===== config.mk =====
export PLATFORM = sky130hd
export DESIGN_NAME = sector_run_list_parser
export DESIGN_NICKNAME = d
export VERILOG_FILES = /design/src/sv/srlp_pkg.sv /design/src/sv/sector_run_list_parser.sv /design/src/sv/srlp_parser.sv
export SDC_FILE = /design/constraint.sdc
export NUM_CORES = 1
export LEC_CHECK = 0
export ABC_AREA = 0
export BUFFER_PORTS_ARGS = -buffer_cell sky130_fd_sc_hd__buf_4
export CAP_MARGIN = 20
export CORE_MARGIN = 8
export CORE_UTILIZATION = 60
export CTS_BUF_LIST = sky130_fd_sc_hd__clkbuf_4 sky130_fd_sc_hd__clkbuf_8
export CTS_CLUSTER_DIAMETER = 50
export DETAILED_ROUTE_END_ITERATION = 8
export GPL_TIMING_DRIVEN = 0
export PLACE_DENSITY = 0.87
export SLEW_MARGIN = 20
export SYNTH_ARGS = -nofsm -noshare
export SYNTH_HDL_FRONTEND = slang
export SYNTH_SLANG_ARGS = --single-unit
export TNS_END_PERCENT = 30

===== constraint.sdc =====
create_clock -name clk -period 16.3 [get_ports clk]
set_clock_uncertainty 0.1 [all_clocks]
set_input_delay 1.63 -clock clk [delete_from_list [all_inputs] [get_ports clk]]
set_output_delay 1.63 -clock clk [all_outputs]
set_load 0.005 [all_outputs]

===== src/sv/srlp_pkg.sv =====
// srlp_pkg: shared types and codes for the sector run list parser
// result kinds, result entry and parser step record; no dependencies
`default_nettype none

package srlp_pkg;

  localparam int unsigned ValueW = 64;
  localparam int unsigned KindW  = 2;

  localparam logic [KindW-1:0] KIND_RUN    = 2'd0;
  localparam logic [KindW-1:0] KIND_ACCEPT = 2'd1;
  localparam logic [KindW-1:0] KIND_REJECT = 2'd2;

  localparam logic [7:0] CH_OPEN  = 8'h5B;
  localparam logic [7:0] CH_CLOSE = 8'h5D;
  localparam logic [7:0] CH_COMMA = 8'h2C;
  localparam logic [7:0] CH_SPACE = 8'h20;
  localparam logic [7:0] CH_ZERO  = 8'h30;
  localparam logic [7:0] CH_NINE  = 8'h39;
  localparam logic [7:0] CH_TAB   = 8'h09;
  localparam logic [7:0] CH_CR    = 8'h0D;

  typedef struct packed {
    logic [KindW-1:0]  kind;
    logic [ValueW-1:0] start;
    logic [ValueW-1:0] count;
    logic              last;
  } result_t;

  typedef struct packed {
    logic              emit_run;
    logic              emit_end;
    logic [KindW-1:0]  end_kind;
    logic [ValueW-1:0] run_start;
    logic [ValueW-1:0] run_count;
  } step_t;

endpackage

`default_nettype wire


===== src/sv/sector_run_list_parser.sv =====
// sector_run_list_parser: top level, parser plus two-entry result queue
// depends on srlp_pkg and srlp_parser
//
//   channel | signals                                          | direction
//   in      | in_valid, in_stall, char_in, last_char           | into block
//   out     | out_valid, out_stall, item_kind, start_sector,   | out of block
//           | sector_count, last_result                        |
//
// one character per cycle while in_stall is low; a character that closes a pair on the last
// character yields two transactions and holds the input while both results are queued
// results appear in the cycle after the character is taken, from the queue head
// in_stall is high while the queue cannot drain to empty in the same cycle
// rst is synchronous: parse state returns to expecting the opening bracket
`default_nettype none

module sector_run_list_parser (
  input  wire logic                      clk,
  input  wire logic                      rst,
  input  wire logic                      in_valid,
  output logic                           in_stall,
  input  wire logic [7:0]                char_in,
  input  wire logic                      last_char,
  output logic                           out_valid,
  input  wire logic                      out_stall,
  output logic [srlp_pkg::KindW-1:0]     item_kind,
  output logic [srlp_pkg::ValueW-1:0]    start_sector,
  output logic [srlp_pkg::ValueW-1:0]    sector_count,
  output logic                           last_result
);
  import srlp_pkg::*;

  step_t      step;
  result_t    q0, q1;
  result_t    res_run, res_end;
  logic [1:0] q_count;
  logic       accept, pop;

  assign out_valid = (q_count != 2'd0);
  assign pop       = out_valid && !out_stall;
  assign in_stall  = (q_count == 2'd2) || ((q_count == 2'd1) && !pop);
  assign accept    = in_valid && !in_stall;

  srlp_parser u_parser (
    .clk       (clk),
    .rst       (rst),
    .accept    (accept),
    .char_in   (char_in),
    .last_char (last_char),
    .step      (step)
  );

  assign res_run = '{kind: KIND_RUN, start: step.run_start, count: step.run_count,
                     last: !step.emit_end};
  assign res_end = '{kind: step.end_kind, start: '0, count: '0, last: 1'b1};

  always_ff @(posedge clk) begin
    if (rst) begin
      q_count <= 2'd0;
    end else if (accept) begin
      q_count <= 2'(step.emit_run) + 2'(step.emit_end);
      q0      <= step.emit_run ? res_run : res_end;
      q1      <= res_end;
    end else if (pop) begin
      q_count <= q_count - 2'd1;
      q0      <= q1;
    end
  end

  assign item_kind    = q0.kind;
  assign start_sector = q0.start;
  assign sector_count = q0.count;
  assign last_result  = q0.last;

  a_accept_drains: assert property (@(posedge clk) disable iff (rst)
    accept |-> (q_count == 2'd0 || pop))
    else $error("input taken while queue cannot drain");

  a_end_is_last: assert property (@(posedge clk) disable iff (rst)
    (out_valid && item_kind != KIND_RUN) |-> last_result)
    else $error("end transaction without last_result");

  a_pair_order: assert property (@(posedge clk) disable iff (rst)
    (q_count == 2'd2) |-> (q0.kind == KIND_RUN && !q0.last && q1.last))
    else $error("two queued results not a run followed by an end");

  a_count_range: assert property (@(posedge clk) disable iff (rst)
    q_count != 2'd3)
    else $error("queue count out of range");

endmodule

`default_nettype wire


===== src/sv/srlp_parser.sv =====
// srlp_parser: parse state, field accumulators and per-character decision
// depends on srlp_pkg
`default_nettype none

module srlp_parser (
  input  wire logic          clk,
  input  wire logic          rst,
  input  wire logic          accept,
  input  wire logic [7:0]    char_in,
  input  wire logic          last_char,
  output srlp_pkg::step_t    step
);
  import srlp_pkg::*;

  typedef enum logic [3:0] {
    MODE_OPEN, MODE_BETWEEN, MODE_PAIR, MODE_START, MODE_COUNT0,
    MODE_COUNT, MODE_TRAIL, MODE_ACCEPT, MODE_REJECT
  } mode_t;

  mode_t              mode, mode_next, mode_step;
  logic [ValueW-1:0]  start_value, start_next;
  logic [ValueW-1:0]  acc, acc_next;
  logic [ValueW+3:0]  acc_wide;
  logic [ValueW+3:0]  push_sum;
  logic [3:0]         digit;
  logic               is_digit, is_white, ovf;
  mode_t              tail;

  assign digit    = 4'(char_in - CH_ZERO);
  assign is_digit = (char_in >= CH_ZERO) && (char_in <= CH_NINE);
  assign is_white = (char_in == CH_SPACE) || ((char_in >= CH_TAB) && (char_in <= CH_CR));
  assign acc_wide = {4'b0, acc};
  assign push_sum = (acc_wide << 3) + (acc_wide << 1) + {{ValueW{1'b0}}, digit};
  assign ovf      = |push_sum[ValueW+3:ValueW];

  always_comb begin
    if (char_in == CH_CLOSE) begin
      tail = MODE_ACCEPT;
    end else if (is_white) begin
      tail = MODE_TRAIL;
    end else begin
      tail = MODE_REJECT;
    end
  end

  always_comb begin
    mode_step      = mode;
    start_next     = start_value;
    acc_next       = acc;
    step.emit_run  = 1'b0;
    step.run_start = start_value;
    step.run_count = acc;
    unique case (mode)
      MODE_OPEN: begin
        mode_step = (char_in == CH_OPEN) ? MODE_BETWEEN : MODE_REJECT;
      end
      MODE_BETWEEN: begin
        if (char_in != CH_SPACE && char_in != CH_COMMA) begin
          mode_step = (char_in == CH_OPEN) ? MODE_PAIR : tail;
        end
      end
      MODE_PAIR: begin
        if (is_digit) begin
          acc_next  = {{(ValueW-4){1'b0}}, digit};
          mode_step = MODE_START;
        end else begin
          mode_step = tail;
        end
      end
      MODE_START: begin
        if (is_digit) begin
          if (ovf) begin
            mode_step = MODE_REJECT;
          end else begin
            acc_next = push_sum[ValueW-1:0];
          end
        end else if (char_in == CH_COMMA) begin
          start_next = acc;
          acc_next   = '0;
          mode_step  = MODE_COUNT0;
        end else begin
          mode_step = MODE_REJECT;
        end
      end
      MODE_COUNT0: begin
        if (is_digit) begin
          acc_next  = push_sum[ValueW-1:0];
          mode_step = MODE_COUNT;
        end else begin
          mode_step = MODE_REJECT;
        end
      end
      MODE_COUNT: begin
        if (is_digit) begin
          if (ovf) begin
            mode_step = MODE_REJECT;
          end else begin
            acc_next = push_sum[ValueW-1:0];
          end
        end else if (char_in == CH_CLOSE && acc != '0) begin
          step.emit_run = 1'b1;
          mode_step     = MODE_BETWEEN;
        end else begin
          mode_step = MODE_REJECT;
        end
      end
      MODE_TRAIL: begin
        if (!is_white) begin
          mode_step = (char_in == CH_CLOSE) ? MODE_ACCEPT : MODE_REJECT;
        end
      end
      MODE_ACCEPT: begin
      end
      MODE_REJECT: begin
      end
      default: begin
        mode_step = MODE_REJECT;
      end
    endcase

    step.emit_end = last_char;
    if (mode_step == MODE_BETWEEN || mode_step == MODE_PAIR ||
        mode_step == MODE_TRAIL || mode_step == MODE_ACCEPT) begin
      step.end_kind = KIND_ACCEPT;
    end else begin
      step.end_kind = KIND_REJECT;
    end
    mode_next = last_char ? MODE_OPEN : mode_step;
  end

  always_ff @(posedge clk) begin
    if (rst) begin
      mode        <= MODE_OPEN;
      start_value <= '0;
      acc         <= '0;
    end else if (accept) begin
      mode        <= mode_next;
      start_value <= last_char ? '0 : start_next;
      acc         <= last_char ? '0 : acc_next;
    end
  end

endmodule

`default_nettype wire

[After elaboration in Yosys (flattened, before gate mapping)]
Index checks and enable logic that the tools add are counted.
Cells by class
  add/subtract/negate cells: 5
  magnitude comparators: 4
  equal/unequal tests: 25
  muxes and demuxes: 37
  bitwise operators: 1
  reduce and logical (&&, ||, !) cells: 29
Operator list (number)
  $mux W64: 11
  $mux W131: 3
  $pmux W64 S4: 1
  $add A67 B65 Y68: 1
  $add A68 B4 Y68: 1
  $reduce_bool A64 Y1: 1
  $mux W4: 15
  $pmux W4 S8: 1
  $eq A4 B3 Y1 const B: 6
  $eq A8 B6 Y1 const B: 2
  $eq A8 B7 Y1 const B: 2
  $ne A8 B6 Y1 const B: 2
  $eq A4 B2 Y1 const B: 3
  $ne A3 B2 Y1 const B: 3
  $eq A4 B1 Y1 const B: 2
  $ge A8 B4 Y1 const B: 1
  $ge A8 B6 Y1 const B: 1
  $le A8 B4 Y1 const B: 1
  $le A8 B6 Y1 const B: 1
  $reduce_bool A2 Y1: 4
  $logic_and A1 B1 Y1: 7
  $mux W2: 3
  $reduce_and A6 Y1: 1
  $logic_or A1 B1 Y1: 5
  other kinds (17): 23
Storage, ports and cells
  flip-flop bits (word level): 267
  input bits: 13
  output and inout port bits: 133
  word-level logic and storage cells: 110

[Depth between registers and ports, before layout]
  depth in word-level cells: 15
  gate-level depth with buffers: 18
  mapped depth without buffers: 15

[Cells and area by module]
A second synthesis with hierarchy kept.
Unflattened totals
  cells, all modules: 1527
  area total of the unflattened synthesis: 15298.4 µm²
Modules (own cells, without submodules)
  srlp_parser: times used 1, cells an instance 1218, area each 10054.6 µm², seq. area each 2642.5 µm²
  sector_run_list_parser: times used 1, cells an instance 309, area each 5243.8 µm², seq. area each 4033.9 µm²

[Worst setup path before layout]
No wires, ideal clock.
  path kind: input port to flip-flop
  from: in out_stall
  to: reg q0 (netlist bit item_kind[0]) (enable)
  setup time: 0.665 ns
  data arrival time: 8.833 ns
  data required time: 15.535 ns
  slack: 6.702 ns
  stages on the path: 5
  buffers on the path: 1
  path through: or2_2 a21oi_1 nand2_1 clkbuf_1 a21oi_1
Between the ends
  word-level cells in the longest chain between the ends: 9
Ends and longest elaborated chain
  from (decl): RTL line sector_run_list_parser.sv:24  | input wire logic out_stall,
  $logic_not A1 Y1 *: RTL line sector_run_list_parser.sv:39  | assign pop = out_valid && !out_stall;
  $logic_and A1 B1 Y1 *: RTL line sector_run_list_parser.sv:39
  $logic_not A1 Y1: RTL line sector_run_list_parser.sv:40  | assign in_stall = (q_count == 2'd2) || ((q_count == 2'd1) && !pop);
  $logic_and A1 B1 Y1: RTL line sector_run_list_parser.sv:40
  $logic_or A1 B1 Y1: RTL line sector_run_list_parser.sv:40
  $logic_not A1 Y1: RTL line sector_run_list_parser.sv:41  | assign accept = in_valid && !in_stall;
  $logic_and A1 B1 Y1: RTL line sector_run_list_parser.sv:41
  $reduce_bool A2 Y1 (no line) *
  $reduce_and A2 Y1 (no line) *
  to (signal assigned): RTL line sector_run_list_parser.sv:61  | q0 <= step.emit_run ? res_run : res_end;
  to (signal assigned): RTL line sector_run_list_parser.sv:65  | q0 <= q1;
  to (decl): RTL line sector_run_list_parser.sv:33  | result_t q0, q1;
Every way passes the cells marked *; elsewhere a longest branch is shown, timed or not.
A chain may end at the register's enable or synchronous reset.

[Final worst setup path]
  from: in char_in[3]
  to: reg u_parser.acc[28]
Between the ends
  word-level cells in the longest chain between the ends: 7
Ends and longest elaborated chain
  from (decl): RTL line sector_run_list_parser.sv:21  | input wire logic [7:0] char_in,
  $sub A4 B1 Y4: RTL line srlp_parser.sv:29  | assign digit = 4'(char_in - CH_ZERO);
  $add A68 B4 Y68: RTL line srlp_parser.sv:33  | assign push_sum = (acc_wide << 3) + (acc_wide << 1) + {{ValueW{1'b0}}, digit};
  $reduce_or A4 Y1: RTL line srlp_parser.sv:34  | assign ovf = |push_sum[ValueW+3:ValueW];
  $mux W64: RTL line srlp_parser.sv:72, srlp_parser.sv:95
  $mux W64 (on tied branches): RTL line srlp_parser.sv:94, srlp_parser.sv:71
  $pmux W64 S4: RTL line srlp_parser.sv:53  | unique case (mode)
  $mux W64: RTL line srlp_parser.sv:139  | acc <= last_char ? '0 : acc_next;
  to (signal assigned): RTL line srlp_parser.sv:139
  to (decl): RTL line srlp_parser.sv:22  | logic [ValueW-1:0] acc, acc_next;
Parallel ways exist; a longest one is shown, timed or not. The select of a mux whose other input is x is not followed.

==> reports/metrics.yaml <==
route.detailed.drc: 0
power.leakage_nw: 7.59
row_count: 57
path_max_fanout: 10
synth_xor_area_frac: 0.0370
yosysWarnings: 0
cpPeakStageDelay_ps: 540
postCtsSetupBuffers: 0
synth_adder_area_share: 0.112
avgSynthCellArea_um2: 9.51
crit_type: "in -> reg"
instances_no_fill: 2122
clockBufferDepth: 3
rsz0062_at_grt: "false"
cellPowerDensity_nw_per_um2: 84.2
setup_viol: 0
cts_inserted_buffers: 43
synth-simple-area-share: 0.181
drtIter0Drc: 1323
final_antenna_net_count: 0
nets: 1912
cts-htree-levels: 2
grt_overflow_total: 0
ys_ff_latch: 267
worstSetupStartpoint: "char_in[3]"
core-area_um2: 24400
synthCells: 1570
cts_resized: 0
vias: 13200
cts.clk_slew.worst_paths_ps: 60
grt_pass1_wl_mm: 68.2
ys_top_cells_by_area: "edfxtp_1, dfxtp_1, ha_1"
cts_tree: "built"
antenna_found_initial: 0
post-route-min-period_ps: 5960
maxSlewViolCount: 0
syn2layout_area_growth_pct: 17.2
dieArea_um2: 30200
path_buf_inv: 4
wl_per_cell_um: 19.9
synth_ff_type: "dfxtp_1"
synthArstFlopShare: 0
period_share: 0.366
ys_types: 72
track_usage: 0.272
synth_top_area_cell: "edfxtp_1"
r2r_start: "u_parser.acc[0]$_SDFFE_PP0P_"
grt_max_degree: 27
worstHoldStart: "u_parser.start_value[32]$_SDFFE_PP0P_"
die_y_um: 174
critPathArrivalTime_ps: 6280
fillers: 1809
cts_root_buffer: "clkbuf_8"
holdWs_ps: 395
grt_pass1_vias: 13100
worstPathRequired_ps: 16610
crit_chain: "buf_4 -> inv_1 -> fa_1 -> inv_1 -> ha_1 -> a211oi_1 -> o21ai_1 -> o311ai_1 -> a2111oi_2 -> o2111ai_1 -> a211o_1 -> and3b_1 -> o211ai_2 -> o21ai_2 -> nand2_1 -> clkbuf_1 -> o21ai_0"
die_w_um: 174
hold_path.class: "reg -> reg"
fmax_mhz: 168
io_buffer_count: 144
muxShareOfSynthArea: 0.00210
slowest_stage: "fa_1"
status: "complete, no violations"
cts.sinks: 267
synth-edff-count: 133
crit_path_end_kind: "flop"
clk_latency_ps: 560
drt-total-wl_mm: 42.2
gp_congestion: 0.951
drv_cap: 0
viasPerCell: 6.24
synth_top_area_share: 0.267
ir_drop_v: 0.0000628
hpwl_mm: 31.1
cpMostUsedCell: "inv_1"
tns_ps: 0
crit_path_start_kind: "input port"
tightest_slew_ps: 1130
synth_top_family_by_area: "compound AO/OA/AOI/OAI gates"
synthesis.nets: 1716
crit_family: "compound AO/OA/AOI/OAI gates"
antennaDiodeCount: 0
netlist_area_um2: 14900
synth_compound_area_frac: 0.184
placed_cells: 2045
pin_count: 146
hold_violations: 0
ctsHoldBuffers: 0
max_slew_margin: 0.247
ys_seq_area_frac: 0.447
drtPass1Iterations: 6
final_layout_size_suffix_gt1_frac: 0.145
start_util: 0.612
-- power by group --
| part | internal, mW | switching [mW] | leakage [nW] |
|---|---|---|---|
| logic | 0.0498 | 0.0718 | 4.76 |
| clock network | 0.346 | 0.264 | 0.479 |
| registers | 0.734 | 0.00846 | 2.35 |
| total | 1.13 | 0.344 | 7.59 |
-- per-stage QoR --
| step | power [mW] | util | cell area (um2) | worst slack, ps |
|---|---|---|---|---|
| after floorplan | 0.810 | - | 14900 | 6700 |
| after global placement | 0.874 | 0.673 | 16400 | 4320 |
| after detailed placement | 0.878 | 0.680 | 16600 | 9930 |
| after CTS | 1.48 | 0.717 | 17500 | 10450 |
| after global routing | 1.52 | 0.717 | 17500 | 10030 |
| final | 1.47 | 0.717 | 17500 | 10340 |
-- path summary, 6_finish.rpt --
kind | to | slack [ps] | cells past startpoint
worst max-delay path | u_parser.acc[28]$_SDFFE_PP0P_ | 10340 | 17
worst min-delay path | u_parser.start_value[32]$_SDFFE_PP0P_ | 400 | 2
worst max register to register | u_parser.acc[28]$_SDFFE_PP0P_ | 11040 | 16
worst min register to register | u_parser.start_value[32]$_SDFFE_PP0P_ | 400 | 2
-- flip-flops by register name, indices dropped and copies added, names as in the netlist --
name,cells
u_parser.acc,64
q_count,2
item_kind,2
sector_count,64
q1,2
start_sector,64
last_result,1
u_parser.mode,4
u_parser.start_value,64
-- routing by layer --
layer  global-route usage  share of wire
met5                    0              0
met3               0.0536          0.071
met4                0.108          0.037
met1                0.333           0.41
met2                0.463           0.48
-- synthesized netlist by cell type, drive strengths merged (23+ instances only) --
library cell and n:
ha 131, a22oi 71, dfxtp 134, nor2 123, clkbuf 84, nand4 25
o21ai 121, nand2 146, xnor2 34, and3 138, a21o 23, inv 31
edfxtp 133, xor2 29, a21oi 101
-- worst reg2reg max path, cell delays in order (launching register included) --
cell and delay (ps):
dfxtp_1 470, inv_1 120, fa_1 520, inv_1 80, ha_1 300, a211oi_1 70
o21ai_1 380, o311ai_1 220, a2111oi_2 520, o2111ai_1 310, a211o_1 390, and3b_1 190
o211ai_2 370, o21ai_2 220, nand2_1 250, clkbuf_1 440, o21ai_0 190
-- placed cells by master, fill, tap and decap left out, drive strengths merged, types with 8 or more instances in the layout --
| cell | count |
|---|---|
| xnor2 | 34 |
| a211oi | 14 |
| clkbuf | 151 |
| nand4 | 25 |
| o21ai | 121 |
| inv | 31 |
| o211ai | 13 |
| o31ai | 9 |
| nand2b | 10 |
| nand2 | 146 |
| nor2 | 123 |
| a22oi | 71 |
| a21oi | 101 |
| ha | 131 |
| edfxtp | 133 |
| a21o | 23 |
| a31oi | 10 |
| nand3 | 19 |
| buf | 169 |
| and2 | 12 |
| and3 | 138 |
| nor4 | 22 |
| nor3 | 17 |
| o21bai | 14 |
| xor2 | 29 |
| o21a | 8 |
| dfxtp | 134 |
-- cell families after synthesis --
logic type,count (synthesis)
AOI/OAI and AO/OA,430
adders and majority gates,133
DFF,267
xor gates and xnor gates,63
muxes,3
and+or+nand+nor,541
buffers and inverters,133
-- area by class of cell --
type / count / area [um2] / share of cell area
multi-input combinational: 1170 / 7730 / 0.442
sequential: 267 / 6680 / 0.382
timing repair buffer: 151 / 1230 / 0.0702
clock buffer: 67 / 803 / 0.0459
buffer: 102 / 430 / 0.0246
tap: 324 / 405 / 0.0232
inverter: 31 / 116 / 0.00665
clock inverter: 10 / 110 / 0.00629
Note: power is estimated with default switching activity, not from simulation.
